$ cat src/hw/rtl/byte_vm_core_unit_defines.svh
// Assertion macros shared by bvm_ctrl.sv and bvm_dpath.sv.
`ifndef BYTE_VM_CORE_UNIT_DEFINES_SVH
`define BYTE_VM_CORE_UNIT_DEFINES_SVH

`ifndef SYNTHESIS

`define BVM_ASSERT_IMP(label, clk, rst, pre, post) \
   label: assert property (@(posedge clk) disable iff (rst) (pre) |-> (post)) \
      else $error("bvm check failed: same-cycle implication");

`define BVM_ASSERT_NXT(label, clk, rst, pre, post) \
   label: assert property (@(posedge clk) disable iff (rst) (pre) |=> (post)) \
      else $error("bvm check failed: next-cycle implication");

`else

`define BVM_ASSERT_IMP(label, clk, rst, pre, post)

`define BVM_ASSERT_NXT(label, clk, rst, pre, post)

`endif

`endif

$ cat src/hw/rtl/bvm_pkg.sv
`default_nettype none
package bvm_pkg;

   localparam int MEM_DEPTH   = 65536;
   localparam int MEM_AW      = $clog2(MEM_DEPTH);
   localparam int ADDR_W      = 17;
   localparam int STACK_DEPTH = 64;
   localparam int STK_AW      = (STACK_DEPTH > 1) ? $clog2(STACK_DEPTH) : 1;
   localparam int DEPTH_W     = $clog2(STACK_DEPTH + 1);
   localparam int CNT_W       = 21;
   localparam int LIMIT_W     = 20;

   localparam logic [LIMIT_W-1:0] LIMIT_RESET = 20'd1000000;
   localparam logic [7:0]         LAST_OP     = 8'h1E;
   localparam logic [7:0]         SHIFT_MASK  = 8'h07;

   localparam logic CSR_START_ADDR = 1'b0;
   localparam logic CSR_INSN_LIMIT = 1'b1;

   localparam logic [7:0] OP_NOP       = 8'h00;
   localparam logic [7:0] OP_POKE      = 8'h01;
   localparam logic [7:0] OP_MOVE      = 8'h02;
   localparam logic [7:0] OP_NOT       = 8'h03;
   localparam logic [7:0] OP_NAND      = 8'h04;
   localparam logic [7:0] OP_JMP       = 8'h05;
   localparam logic [7:0] OP_JZ        = 8'h06;
   localparam logic [7:0] OP_CALL      = 8'h07;
   localparam logic [7:0] OP_HALT      = 8'h08;
   localparam logic [7:0] OP_AND       = 8'h09;
   localparam logic [7:0] OP_OR        = 8'h0A;
   localparam logic [7:0] OP_XOR       = 8'h0B;
   localparam logic [7:0] OP_INC       = 8'h0C;
   localparam logic [7:0] OP_DEC       = 8'h0D;
   localparam logic [7:0] OP_CMP       = 8'h0E;
   localparam logic [7:0] OP_SKIP      = 8'h0F;
   localparam logic [7:0] OP_PUTC      = 8'h10;
   localparam logic [7:0] OP_PUTN      = 8'h11;
   localparam logic [7:0] OP_GETC      = 8'h12;
   localparam logic [7:0] OP_RET       = 8'h13;
   localparam logic [7:0] OP_ADD       = 8'h14;
   localparam logic [7:0] OP_SUB       = 8'h15;
   localparam logic [7:0] OP_MUL       = 8'h16;
   localparam logic [7:0] OP_DIV       = 8'h17;
   localparam logic [7:0] OP_SHL       = 8'h18;
   localparam logic [7:0] OP_SHR       = 8'h19;
   localparam logic [7:0] OP_POKE_FAR  = 8'h1A;
   localparam logic [7:0] OP_MOVE_FAR  = 8'h1B;
   localparam logic [7:0] OP_JUMP_FAR  = 8'h1C;
   localparam logic [7:0] OP_JZ16      = 8'h1D;
   localparam logic [7:0] OP_CALL16    = 8'h1E;

   typedef enum logic [1:0] {
      ITEM_WRITE   = 2'd0,
      ITEM_READ    = 2'd1,
      ITEM_EXEC    = 2'd2,
      ITEM_RESTART = 2'd3
   } item_op_type;

   typedef enum logic [3:0] {
      ST_RUN       = 4'd0,
      ST_HALT      = 4'd1,
      ST_TRUNC     = 4'd2,
      ST_STK_OVER  = 4'd3,
      ST_STK_UNDER = 4'd4,
      ST_DIV_ZERO  = 4'd5,
      ST_BOUNDS    = 4'd6,
      ST_BAD_OP    = 4'd7,
      ST_LIMIT     = 4'd8,
      ST_COMMENT   = 4'd9
   } status_type;

   typedef enum logic [1:0] {
      KIND_NONE = 2'd0,
      KIND_CHAR = 2'd1,
      KIND_NUM  = 2'd2
   } kind_type;

   typedef enum logic [3:0] {
      S_CLR, S_IDLE, S_RDW, S_F_A, S_F_B, S_F_D, S_F_E, S_F_X, S_F_Y, S_F_Z,
      S_EXEC, S_DIV, S_DIVW, S_FIN
   } ctl_state_type;

   typedef enum logic [3:0] {
      RS_ITEM, RS_IP0, RS_IP1, RS_IP2, RS_IP3, RS_IP4, RS_X, RS_Y, RS_Z
   } rd_sel_type;

   typedef enum logic [3:0] {
      CAP_NONE, CAP_ITEM, CAP_OP, CAP_A, CAP_B, CAP_D, CAP_E, CAP_X, CAP_Y
   } cap_sel_type;

   typedef struct packed {
      logic        accept;
      logic        item_wr;
      logic        restart;
      logic        exec_start;
      rd_sel_type  rd_sel;
      cap_sel_type cap_sel;
      logic        commit;
      logic        div_start;
      logic        div_step;
      logic        out_load;
      logic        clear;
   } ctl_cmd_type;

   typedef struct packed {
      logic running;
      logic pre_fault;
      logic need_div;
      logic div_done;
      logic clr_done;
   } dp_stat_type;

   // Instruction length in bytes, opcode byte included.
   function automatic logic [2:0] op_len(input logic [7:0] op);
      logic [2:0] len;
      case (op)
         OP_NOP, OP_HALT, OP_RET:                              len = 3'd1;
         OP_NOT, OP_JMP, OP_CALL, OP_INC, OP_DEC, OP_SKIP, OP_PUTC,
         OP_PUTN, OP_GETC:                                     len = 3'd2;
         OP_POKE, OP_MOVE, OP_JZ, OP_JUMP_FAR, OP_CALL16:      len = 3'd3;
         OP_MOVE_FAR:                                          len = 3'd5;
         default:                                              len = 3'd4;
      endcase
      return len;
   endfunction

endpackage
`default_nettype wire

$ cat src/hw/rtl/bvm_ctrl.sv
`default_nettype none
`include "byte_vm_core_unit_defines.svh"
module bvm_ctrl
   import bvm_pkg::*;
(
   input  wire logic        clock,
   input  wire logic        reset,
   input  wire logic        req_tvalid,
   input  wire item_op_type req_op,
   output logic             req_tready,
   output logic             rsp_tvalid,
   input  wire logic        rsp_tready,
   input  wire dp_stat_type stat,
   output ctl_cmd_type      cmd
);

   ctl_state_type state_ff, state_in;
   logic          rsp_valid_ff, rsp_valid_in;
   logic          slot_free;

   assign slot_free = !rsp_valid_ff || rsp_tready;

   always_comb begin
      state_in = state_ff;
      unique case (state_ff)
         S_CLR:  if (stat.clr_done) state_in = S_IDLE;
         S_IDLE: begin
            if (req_tvalid) begin
               if (req_op == ITEM_READ) begin
                  state_in = S_RDW;
               end else if (req_op == ITEM_EXEC && stat.running && !stat.pre_fault) begin
                  state_in = S_F_A;
               end else begin
                  state_in = S_FIN;
               end
            end
         end
         S_RDW:  state_in = S_FIN;
         S_F_A:  state_in = S_F_B;
         S_F_B:  state_in = S_F_D;
         S_F_D:  state_in = S_F_E;
         S_F_E:  state_in = S_F_X;
         S_F_X:  state_in = S_F_Y;
         S_F_Y:  state_in = S_F_Z;
         S_F_Z:  state_in = S_EXEC;
         S_EXEC: state_in = stat.need_div ? S_DIV : S_FIN;
         S_DIV:  if (stat.div_done) state_in = S_DIVW;
         S_DIVW: state_in = S_FIN;
         S_FIN:  if (slot_free) state_in = S_IDLE;
         default: state_in = S_IDLE;
      endcase
   end

   always_comb begin
      cmd         = '0;
      cmd.rd_sel  = RS_ITEM;
      cmd.cap_sel = CAP_NONE;
      unique case (state_ff)
         S_CLR:  cmd.clear = !stat.clr_done;
         S_IDLE: begin
            if (req_tvalid) begin
               cmd.accept = 1'b1;
               unique case (req_op)
                  ITEM_WRITE:   cmd.item_wr = 1'b1;
                  ITEM_READ:    cmd.rd_sel  = RS_ITEM;
                  ITEM_RESTART: cmd.restart = 1'b1;
                  ITEM_EXEC: begin
                     cmd.exec_start = stat.running;
                     cmd.rd_sel     = RS_IP0;
                  end
                  default: ;
               endcase
            end
         end
         S_RDW: cmd.cap_sel = CAP_ITEM;
         S_F_A: begin
            cmd.cap_sel = CAP_OP;
            cmd.rd_sel  = RS_IP1;
         end
         S_F_B: begin
            cmd.cap_sel = CAP_A;
            cmd.rd_sel  = RS_IP2;
         end
         S_F_D: begin
            cmd.cap_sel = CAP_B;
            cmd.rd_sel  = RS_IP3;
         end
         S_F_E: begin
            cmd.cap_sel = CAP_D;
            cmd.rd_sel  = RS_IP4;
         end
         S_F_X: begin
            cmd.cap_sel = CAP_E;
            cmd.rd_sel  = RS_X;
         end
         S_F_Y: begin
            cmd.cap_sel = CAP_X;
            cmd.rd_sel  = RS_Y;
         end
         S_F_Z: begin
            cmd.cap_sel = CAP_Y;
            cmd.rd_sel  = RS_Z;
         end
         S_EXEC: begin
            cmd.div_start = stat.need_div;
            cmd.commit    = !stat.need_div;
         end
         S_DIV:  cmd.div_step = !stat.div_done;
         S_DIVW: cmd.commit   = 1'b1;
         S_FIN:  cmd.out_load = slot_free;
         default: ;
      endcase
   end

   always_comb begin
      rsp_valid_in = rsp_valid_ff;
      if (cmd.out_load) begin
         rsp_valid_in = 1'b1;
      end else if (rsp_tready) begin
         rsp_valid_in = 1'b0;
      end
   end

   always_ff @(posedge clock) begin
      if (reset) begin
         state_ff     <= S_CLR;
         rsp_valid_ff <= 1'b0;
      end else begin
         state_ff     <= state_in;
         rsp_valid_ff <= rsp_valid_in;
      end
   end

   assign req_tready = (state_ff == S_IDLE);
   assign rsp_tvalid = rsp_valid_ff;

   `BVM_ASSERT_IMP(a_load_free, clock, reset, cmd.out_load, !rsp_valid_ff || rsp_tready)
   `BVM_ASSERT_NXT(a_div_exit, clock, reset, state_ff == S_DIV && stat.div_done,
                   state_ff == S_DIVW)
   `BVM_ASSERT_NXT(a_early_fault, clock, reset,
                   cmd.exec_start && stat.pre_fault, state_ff == S_FIN)

endmodule
`default_nettype wire

$ cat config.mk
export PLATFORM = sky130hd
export DESIGN_NAME = bvm_ctrl
export DESIGN_NICKNAME = d
export VERILOG_FILES = /design/src/hw/rtl/bvm_pkg.sv /design/src/hw/rtl/bvm_ctrl.sv
export VERILOG_INCLUDE_DIRS = /design/src /design/src/hw/rtl
export SDC_FILE = /design/constraint.sdc
export NUM_CORES = 1
export LEC_CHECK = 0
export ABC_AREA = 1
export BUFFER_PORTS_ARGS = -buffer_cell sky130_fd_sc_hd__clkbuf_2
export CAP_MARGIN = 20
export CELL_PAD_IN_SITES_DETAIL_PLACEMENT = 1
export CELL_PAD_IN_SITES_GLOBAL_PLACEMENT = 1
export CORE_MARGIN = 4
export CORE_UTILIZATION = 27
export DETAILED_ROUTE_END_ITERATION = 10
export PLACE_DENSITY = 0.84
export SETUP_SLACK_MARGIN = 0.05
export SLEW_MARGIN = 30
export SYNTH_ARGS = -nofsm -noshare
export SYNTH_HDL_FRONTEND = slang
export SYNTH_SLANG_ARGS = --single-unit
export TNS_END_PERCENT = 100
$ cat constraint.sdc
create_clock -name clock -period 1.6 [get_ports clock]
set_clock_uncertainty 0.2 [all_clocks]
set_input_delay 0.08 -clock clock [delete_from_list [all_inputs] [get_ports clock]]
set_output_delay 0.08 -clock clock [all_outputs]
set_load 0.05 [all_outputs]
== Yosys cells after proc, flatten, opt, wreduce, memory -nomap -nowiden ==
Cells that the tools add are included.
Word-level totals
  register bits: 5
  input port bits: 11
Operators by class
  reductions and logical operators: 13
  muxes and demuxes: 23
  equal/unequal tests: 20
Operators by type and width (count)
  one-hot mux 4 bit (8 select lines): 2
  one-hot mux 4 bit (13 select lines): 1
  2-to-1 mux 4 bit: 7
  equality test 4 bit (second input constant): 6
  equality test 4 x 3 -> 1 bit (second input constant): 4
  2-to-1 mux 1 bit: 10
  equality test 4 x 2 -> 1 bit (second input constant): 2
  2-to-1 mux 8 bit: 1
  inequality test 2 bit (second input constant): 4
  logical NOT 1 bit: 5
  equality test 2 bit (second input constant): 2
  equality test 4 x 1 -> 1 bit (second input constant): 1
  logical NOT 4 bit: 1
  AND reduction 4 bit: 1
  2-to-1 mux 3 bit: 1
  equality test 2 x 1 -> 1 bit (second input constant): 1
  logical AND 1 bit: 2
  logical NOT 2 bit: 1
  one-hot mux 1 bit (2 select lines): 1
  nonzero test 2 bit: 1
  OR reduction 2 bit: 1
  logical OR 1 bit: 1

== Depth between registers and ports, before layout ==
Gate-level depths: netlist (run 1).
  depth after elaboration: 7
  depth in mapped cells: 9

== Worst setup path before layout (run 1) ==
Ideal clock, no wire load.
  path type: reg2out
  from: register state_ff[3]
  to: output cmd[13] in the netlist's numbering
  data required time: 1.320 ns
  stages on the path, launching flop included: 8
  setup slack: -0.893 ns
  data arrival time: 2.213 ns
  buffers on the path: 0
  cell sequence: dfxtp_1 > nor2_2 > inv_2 > nor2_4 > nand2_1 > inv_1 > nand2_1 > nor2_1
RTL lines
  start, declared: line bvm_ctrl.sv:17  | ctl_state_type state_ff, state_in;
  start signal, assigned: line bvm_ctrl.sv:129  | state_ff <= state_in;
  end, declared: line bvm_ctrl.sv:14  | output ctl_cmd_type cmd

==> load_flow_metrics.sql, run 1 <==
INSERT INTO impl_metrics (metric_group, metric, value, unit) VALUES
('cells_and_area', 'stdcell_area', '0.001364', 'sq mm'),
('timing', 'max_freq', '575.6', 'MHz'),
('clock_tree', 'cts.htree.levels', '1', ''),
('global_routing', 'globalRouteOverflowTotal', '0', ''),
('placement', 'detailedPlace.worstSlack', '-31.83', 'ps'),
('placement', 'routability_congestion_estimate', '0.7844', ''),
('worst_setup_path', 'worst_ep_arrival_time', '1460', 'ps'),
('synthesis', 'post_synth_instance_area', '611.8', 'sq um'),
('placement', 'estimated_wirelength_of_the_detail_placed_design', '2.035', 'mm'),
('detailed_routing', 'avgRoutedWirePerCell', '19.16', 'um'),
('cells_and_area', 'multi_input_area', '618.1', 'sq um'),
('timing', 'maxSlewViolCount', '0', ''),
('clock_tree', 'clk-insertion-delay-late', '250', 'ps'),
('synthesis', 'synth_fp_nets', '130', ''),
('cells_and_area', 'drive_above_1_share', '0.6121', ''),
('global_routing', 'grt_pass1_wl', '4.526', 'mm'),
('outcome', 'failed_checks', 'negative setup slack', ''),
('worst_setup_path', 'critPathRequiredTime', '1320', 'ps'),
('clock_tree', 'cts_root_buf', 'clkbuf_4', ''),
('cells_and_area', 'layout.nets', '177', ''),
('global_routing', 'antenna_found_initial', '0', ''),
('synthesis', 'post_synth_xor_xnor_area', '0', ''),
('die', 'boundaryPins', '30', ''),
('timing', 'post-route-min-period', '1737', 'ps'),
('worst_setup_path', 'criticalPathCategory', 'flip-flop to output port', ''),
('clock_tree', 'cts_tree', 'built', ''),
('global_routing', 'number_of_global_route_vias_before_repair', '964', ''),
('cells_and_area', 'sequential_cell_area', '115.1', 'sq um'),
('detailed_routing', 'firstDrtPassIters', '4', ''),
('cells_and_area', 'commonest_cells_after_routing_fill_and_taps_aside', '18 x nand2_1, 18 x inv_1', ''),
('synthesis', 'synthDistinctLibCells', '13', ''),
('synthesis', 'synth_mux_area_frac', '0', ''),
('timing', 'finalHoldViolations', '0', ''),
('detailed_routing', 'num_vias', '979', ''),
('global_routing', 'grt_util_all_layers', '0.1852', ''),
('timing', 'finalSetupViolations', '17', ''),
('die', 'die_width', '55.61', 'um'),
('detailed_routing', 'detailedRoute.firstIterationViolations', '16', ''),
('clock_tree', 'clock_tree.buffer_depth', '2', ''),
('timing', 'finalWorstSetupSlack', '-137.2', 'ps'),
('cells_and_area', 'area_delta_synth_final', '122.9', '%'),
('placement', 'placement.io_buffers', '29', ''),
('synthesis', 'syn-mean-instance-area', '5.141', 'sq um'),
('flow_run', 'maxCapViolations', '0', ''),
('die', 'placementRows', '16', ''),
('detailed_routing', 'drt_wl_total', '3.678', 'mm'),
('pwr', 'vdd_ir_drop_max', '1171', 'uV'),
('detailed_routing', 'detail-route-antenna-nets', '0', ''),
('worst_setup_path', 'setup.worst_path.start_class', 'flip-flop', ''),
('outcome', 'result_of_the_run', 'finished, violations left', ''),
('die', 'die_y', '55.61', 'um'),
('worst_setup_path', 'cp_max_fo', '3', ''),
('timing', 'least_margin_pin_slew', '299.9', 'ps'),
('timing', 'grt_setup_unrepaired', 'true', ''),
('timing', 'timing.max_slew.rel_slack', '0.7993', ''),
('clock_tree', 'clock_sinks', '5', ''),
('die', 'initial_utilization', '0.2967', ''),
('timing', 'timing.final.crit_share', '1.086', ''),
('detailed_routing', 'detail_route.vias_per_cell', '5.099', ''),
('placement', 'placedInstanceArea', '862.1', 'sq um'),
('placement', 'dpl.cell_count', '176', ''),
('cells_and_area', 'number_of_antenna_diodes', '0', ''),
('synthesis', 'dominant_combinational_cell_family_by_area_after_synthesis', 'simple AND/OR/NAND/NOR gates', ''),
('clock_tree', 'total_cts_buffers', '3', ''),
('die', 'die_area', '0.003092', 'sq mm'),
('die', 'core_region_area', '0.002062', 'sq mm'),
('detailed_routing', 'route.detailed.drc', '0', ''),
('synthesis', 'post_synth_and_or_nand_nor_area_fraction', '0.6033', ''),
('synthesis', 'post_synth_inst_count', '119', ''),
('min_path', 'hp-class', 'input pin to flip-flop', ''),
('cells_and_area', 'fill_cells', '263', ''),
('synthesis', 'area_fraction_in_compound_gates_after_synthesis', '0.04908', ''),
('synthesis', 'seq_area_frac_synth', '0.1636', ''),
('synthesis', 'adder_cell_share_of_the_synthesized_area', '0', ''),
('pwr', 'leak', '0.7420', 'nW'),
('clock_tree', 'clkTransAtPathRegs', '50', 'ps'),
('synthesis', 'synth-seq-cells', '5', ''),
('worst_setup_path', 'critPathCaptureType', 'output port', ''),
('pwr', 'p_per_area', '2103', 'mW/mm^2'),
('synthesis', 'number_of_warnings_reported_in_the_yosys_synthesis_log', '0', ''),
('cells_and_area', 'post_layout_nonfiller_instances', '192', ''),
('global_routing', 'largest_net_degree_at_the_start_of_global_routing', '7', '');
## Yosys cell counts, drive strengths merged
master	number	share of area
nor3	4	0.033
buf	1	0.012
inv	28	0.17
nand3	16	0.13
dfxtp	5	0.16
a21oi	6	0.049
nand2	34	0.22
nor2	24	0.20
or2	1	0.010
## flip-flops by register name (all words and copies together) (netlist names)
signal and count:
state_ff 4, rsp_tvalid 1
## stage by stage
step           hold WS (ps)  setup TNS, ps    util  power, W
2_1_floorplan        -58.35          -1173       -  0.001379
3_3_place_gp          118.1              0  0.4181  0.001703
3_5_place_dp          118.8         -31.83  0.4181  0.001762
4_1_cts               128.7         -475.9  0.5516  0.002331
5_1_grt               226.0          -2090  0.6614  0.003019
6_report              220.6          -1076  0.6614  0.002868
## critical path: stages (launching register included)
cell     delay, ps
dfxtp_4        360
inv_4           80
nand2_4         80
nor2_4         160
nand2_4         90
nor3_4         250
buf_8          180
## area by class of cell
cell class,instances,area share
Timing Repair Buffer,43,0.3321
Sequential cell,5,0.08440
Multi-Input combinational cell,85,0.4532
Tap cell,27,0.02477
Inverter,28,0.08624
Clock buffer,4,0.01927
## per-layer routing
metal	wire length [um]	up-vias	part of all wire	track usage
met1	1368	475	0.37	0.2006
met4	136	0	0.037	0.04167
met5	0	-	0	0
li1	-	453	-	-
met3	203	14	0.055	0.03016
met2	1969	37	0.54	0.3666
## final timing paths
check / cells after the start / end / slack [ps] / start
worst max-delay path: 6 / cmd[15] / -140 / state_ff[1]$_SDFFE_PP0P_
worst min-delay path: 7 / state_ff[2]$_SDFFE_PP0P_ / 220 / req_tvalid
worst max register to register: 9 / state_ff[3]$_SDFFE_PP0P_ / -50 / state_ff[1]$_SDFFE_PP0P_
worst min register to register: 3 / state_ff[1]$_SDFFE_PP0P_ / 440 / state_ff[2]$_SDFFE_PP0P_
## cell families after synthesis
| group | after synthesis |
|---|---|
| simple gates | 79 |
| flops | 5 |
| compound gates | 6 |
| buf+inv | 29 |
## what timing repair did
| item | 4_1_cts | 5_1_grt |
|---|---|---|
| setup buffers | 3 | 7 |
| gates resized for setup | 49 | 54 |
| setup endpoints to repair | 21 | 22 |
| hold buffers | 3 | 0 |
| pin swaps | 8 | 11 |
| gates cloned | 0 | 0 |
| endpoints found under the hold margin | 4 | 0 |
## report_power, final
group | total (W) | switching [W] | internal (W)
logic | 0.00244 | 0.00149 | 0.000956
registers | 0.000274 | 0.0000895 | 0.000185
clock network | 0.000152 | 0.0000573 | 0.0000946
total | 0.00287 | 0.00163 | 0.00124
(Power assumes the default switching activity.)
==> run 2, diff against run 1 <==
- CELL_PAD_IN_SITES_DETAIL_PLACEMENT: 1 -> default
- CELL_PAD_IN_SITES_GLOBAL_PLACEMENT: 1 -> default
- CORE_UTILIZATION: 27 -> 40
- PLACE_DENSITY: 0.84 -> 0.79
==> load_flow_metrics.sql, run 2 <==
INSERT INTO impl_metrics (metric_group, metric, value, unit) VALUES
('outcome', 'stage_at_which_the_run_stopped', '5_1_grt', ''),
('synthesis', 'post_synth_and_or_nand_nor_area_fraction', '0.6033', ''),
('synthesis', 'post_synth_xor_xnor_area', '0', ''),
('placement', 'detailedPlace.worstSlack', '32.23', 'ps'),
('die', 'boundaryPins', '30', ''),
('synthesis', 'seq_area_frac_synth', '0.1636', ''),
('synthesis', 'number_of_warnings_reported_in_the_yosys_synthesis_log', '0', ''),
('timing', 'worstEpCategory', 'top-level output', ''),
('placement', 'routability_congestion_estimate', '0.8418', ''),
('synthesis', 'adder_cell_share_of_the_synthesized_area', '0', ''),
('clock_tree', 'cts.htree.levels', '1', ''),
('synthesis', 'synthDistinctLibCells', '13', ''),
('synthesis', 'post_synth_inst_count', '119', ''),
('clock_tree', 'cts_root_buf', 'clkbuf_4', ''),
('synthesis', 'ys_dominant_reg_cell', 'dfxtp_1', ''),
('synthesis', 'number_of_enable_type_register_cells_in_the_synthesized_netlist', '0', ''),
('synthesis', 'syn-mean-instance-area', '5.141', 'sq um'),
('synthesis', 'yosysMostFrequentCell', 'nand2_1', ''),
('synthesis', 'area_fraction_in_compound_gates_after_synthesis', '0.04908', ''),
('synthesis', 'synth.area.top_cells', 'nand2_1 18%, dfxtp_1 16%, inv_1 14%', ''),
('die', 'placementRows', '13', ''),
('synthesis', 'post_synth_instance_area', '611.8', 'sq um'),
('synthesis', 'synth_fp_nets', '130', ''),
('synthesis', 'synth.cells.most_frequent', '30 x nand2_1, 23 x inv_1, 16 x nand3_1, 16 x nor2_1, 6 x a21oi_1', ''),
('outcome', 'error_message', '[ERROR DPL-0038] Utilization greater than 100%, impossible to legalize', ''),
('die', 'initial_utilization', '0.4478', ''),
('clock_tree', 'total_cts_buffers', '3', ''),
('global_routing', 'largest_net_degree_at_the_start_of_global_routing', '7', ''),
('synthesis', 'yosys.area.top_type_share', '0.1840', ''),
('synthesis', 'synth_top_area_cell', 'nand2_1', ''),
('timing', 'last_worst_endpoint_in_the_global_route_repair_timing', 'cmd[13]', ''),
('synthesis', 'synth_mux_area_frac', '0', ''),
('clock_tree', 'clock_sinks', '5', ''),
('die', 'die_width', '47.11', 'um'),
('placement', 'placement.io_buffers', '29', ''),
('die', 'die_y', '47.11', 'um'),
('clock_tree', 'clock_tree.buffer_depth', '2', ''),
('outcome', 'result_of_the_run', 'stopped before the end', ''),
('synthesis', 'dominant_combinational_cell_family_by_area_after_synthesis', 'simple AND/OR/NAND/NOR gates', ''),
('synthesis', 'synth-seq-cells', '5', ''),
('placement', 'estimated_wirelength_of_the_detail_placed_design', '1.648', 'mm'),
('synthesis', 'async_s_r_ff_share_synth', '0', '');
## run 2: cell counts after synthesis
Identical to the previous run, type by type.
## run 2: through the flow
step                      cells  area [sq um]  setup TNS [ps]  utilization  hold WS [ps]
after detailed placement    165         854.6               0       0.6255         98.77
after floorplan             119         675.6           -1173            -        -58.35
after CTS                   177          1216          -230.7       0.8901         136.7
after global placement      165         854.6               0       0.6255         99.69
## run 2: cell families after synthesis
| kind of cell | after synthesis |
|---|---|
| simple gates | 79 |
| flops | 5 |
| buf+inv | 29 |
| compound gates | 6 |
## run 2: timing repair
item,CTS
pin swaps,14
resized for setup,56
setup endpoints to repair,18
endpoints found under the hold margin,4
hold buffers,3
buffers inserted,6
gates cloned,0
==> run 3, diff against run 2 <==
- CORE_AREA: default -> 4 4 65 67
- CORE_MARGIN: 4 -> default
- CORE_UTILIZATION: 40 -> default
- DIE_AREA: default -> 0 0 69 71
- PLACE_DENSITY: 0.79 -> default
- PLACE_DENSITY_LB_ADDON: default -> 0.15
- SETUP_SLACK_MARGIN: 0.05 -> default
==> load_flow_metrics.sql, run 3 (synthesis gave the netlist of run 1 again) <==
INSERT INTO impl_metrics (metric_group, metric, value, unit) VALUES
('worst_setup_path', 'max_stage_delay', '380', 'ps'),
('timing', 'timing.final.crit_share', '1.014', ''),
('cells_and_area', 'area_delta_synth_final', '76.69', '%'),
('global_routing', 'globalRouteOverflowTotal', '0', ''),
('clock_tree', 'clock_tree.buffer_depth', '2', ''),
('worst_setup_path', 'worst_ep_arrival_time', '1340', 'ps'),
('worst_setup_path', 'rrSetupSlack', '120', 'ps'),
('detailed_routing', 'detailedRoute.firstIterationViolations', '35', ''),
('die', 'core_region_area', '0.003633', 'sq mm'),
('pwr', 'design_power_total', '0.002173', 'W'),
('cells_and_area', 'sequential_cell_area', '111.4', 'sq um'),
('placement', 'detailedPlace.worstSlack', '68.32', 'ps'),
('clock_tree', 'cts.htree.levels', '1', ''),
('die', 'die_y', '71', 'um'),
('timing', 'finalSetupViolations', '4', ''),
('cells_and_area', 'final_util', '0.2975', ''),
('placement', 'routability_congestion_estimate', '0.7839', ''),
('cells_and_area', 'number_of_antenna_diodes', '0', ''),
('timing', 'finalHoldViolations', '0', ''),
('clock_tree', 'cts_tree', 'built', ''),
('timing', 'maxSlewViolCount', '0', ''),
('clock_tree', 'clk-insertion-delay-late', '220', 'ps'),
('worst_setup_path', 'cell_class_contributing_the_biggest_share_of_worst_path_delay', 'flip-flops', ''),
('cells_and_area', 'layout.nets', '168', ''),
('worst_setup_path', 'critPathRequiredTime', '1320', 'ps'),
('cells_and_area', 'flip_flop_count_of_the_largest_register_after_layout', '4', ''),
('clock_tree', 'total_cts_buffers', '3', ''),
('die', 'initial_utilization', '0.1684', ''),
('worst_setup_path', 'critPathCaptureType', 'output port', ''),
('cells_and_area', 'fill_cells', '419', ''),
('clock_tree', 'clkTransAtPathRegs', '40', 'ps'),
('timing', 'least_margin_pin_slew', '284.4', 'ps'),
('cells_and_area', 'reg_with_most_ffs', 'state_ff', ''),
('die', 'die_width', '69', 'um'),
('worst_setup_path', 'cp_max_fo', '4', ''),
('worst_setup_path', 'cp-startpoint', 'state_ff[2]$_SDFFE_PP0P_', ''),
('worst_setup_path', 'setup.worst_path.start_class', 'flip-flop', ''),
('worst_setup_path', 'criticalPathCategory', 'flip-flop to output port', ''),
('global_routing', 'largest_net_degree_at_the_start_of_global_routing', '7', ''),
('die', 'placementRows', '22', ''),
('timing', 'post-route-min-period', '1623', 'ps'),
('global_routing', 'antenna_found_initial', '0', ''),
('min_path', 'hp_start', 'stat[1]', ''),
('clock_tree', 'clock_sinks', '5', ''),
('cells_and_area', 'post_layout_nonfiller_instances', '204', ''),
('detailed_routing', 'drt_wl_total', '2.010', 'mm'),
('timing', 'finalWorstSetupSlack', '-22.67', 'ps'),
('pwr', 'vdd_ir_drop_max', '738.3', 'uV'),
('timing', 'timing.max_slew.rel_slack', '0.8112', ''),
('detailed_routing', 'route.detailed.drc', '0', ''),
('detailed_routing', 'num_vias', '829', ''),
('worst_setup_path', 'path_cells', 'inv_2 > nand2_1 > nor2_4 > a21oi_2 > nand3_1 > clkbuf_4', ''),
('flow_run', 'maxCapViolations', '0', ''),
('placement', 'placement.io_buffers', '29', ''),
('detailed_routing', 'avgRoutedWirePerCell', '9.853', 'um'),
('placement', 'placedInstanceArea', '889.6', 'sq um'),
('cells_and_area', 'most_common_library_cell_in_the_layout_ignoring_fill_and_taps', 'nand2_1', ''),
('detailed_routing', 'detail_route.vias_per_cell', '4.064', ''),
('timing', 'grt_setup_unrepaired', 'true', ''),
('cells_and_area', 'stdcell_area', '0.001081', 'sq mm'),
('worst_setup_path', 'crit_path_top_delay_cell', 'dfxtp_4', ''),
('min_path', 'hp-class', 'input pin to flip-flop', ''),
('die', 'die_area', '0.004899', 'sq mm'),
('global_routing', 'grt_util_all_layers', '0.08882', ''),
('cells_and_area', 'multi_input_area', '489.2', 'sq um'),
('global_routing', 'grt_pass1_wl', '3.615', 'mm'),
('placement', 'estimated_wirelength_of_the_detail_placed_design', '1.726', 'mm'),
('pwr', 'leak', '0.6473', 'nW'),
('timing', 'max_freq', '616.3', 'MHz'),
('clock_tree', 'post_cts.repair.setup_buffers', '0', ''),
('detailed_routing', 'detail-route-antenna-nets', '0', ''),
('die', 'boundaryPins', '30', ''),
('global_routing', 'number_of_global_route_vias_before_repair', '798', ''),
('outcome', 'failed_checks', 'negative setup slack', ''),
('cells_and_area', 'drive_above_1_share', '0.4231', ''),
('cells_and_area', 'commonest_cells_after_routing_fill_and_taps_aside', '28 x nand2_1, 22 x inv_1, 15 x nand3_1', ''),
('placement', 'dpl.cell_count', '198', ''),
('pwr', 'p_per_area', '2010', 'mW/mm^2'),
('worst_setup_path', 'path_buf_inv', '2', ''),
('clock_tree', 'cts_root_buf', 'clkbuf_8', ''),
('outcome', 'result_of_the_run', 'finished, violations left', ''),
('detailed_routing', 'firstDrtPassIters', '4', ''),
('worst_setup_path', 'worstReg2RegStart', 'state_ff[1]$_SDFFE_PP0P_', '');
[run 3: layout make-up]
type | count | share of cell area
clock buffers | 4 | 0.04167
repair buffers | 34 | 0.2465
inverters | 28 | 0.1007
well taps | 48 | 0.05556
flip-flops and latches | 5 | 0.1030
multi-input cells | 85 | 0.4525
[run 3: path summary, 6_finish.rpt]
path / end / cells after the start
min reg2reg: rsp_tvalid$_SDFFE_PP0P_ / 4
min: state_ff[1]$_SDFFE_PP0P_ / 4
max reg2reg: state_ff[0]$_SDFFE_PP0P_ / 9
max: cmd[5] / 6
[run 3: per-layer routing]
layer  up-vias  part of all wire  GRT usage
li1        431                 -          -
met1       362              0.44     0.1124
met2        33              0.46     0.1441
met3         3             0.080    0.01989
met4         0             0.015    0.03905
met5         -                 0          0
[run 3: per-stage QoR]
stage          hold WS (ps)  TNS, ps
2_1_floorplan        -58.35    -1173
3_3_place_gp          108.9        0
3_5_place_dp          115.1        0
4_1_cts               41.05   -53.77
5_1_grt               56.13   -540.4
6_report              23.52   -48.49
[run 3: worst reg2reg max path, cell delays in order, from the launching register on]
cell	delay [ps]
dfxtp_1	310
buf_4	150
nand2_2	80
inv_2	60
nand3_1	140
nand2_1	120
nor2_4	150
nand3_1	80
nand2_1	60
inv_1	30
[run 3: timing repair]
item                                    4_1_cts  5_1_grt
gates resized for setup                      23       24
pin swaps                                     5        0
hold endpoints to repair                      4        0
endpoints found under the setup margin       13       19
hold buffers                                  2        0
[run 3: power by group]
part | internal, W | switching [W] | total, W
registers | 0.000183 | 0.0000777 | 0.000260
clock network | 0.000172 | 0.0000674 | 0.000239
logic | 0.000556 | 0.00112 | 0.00167
total | 0.000910 | 0.00126 | 0.00217
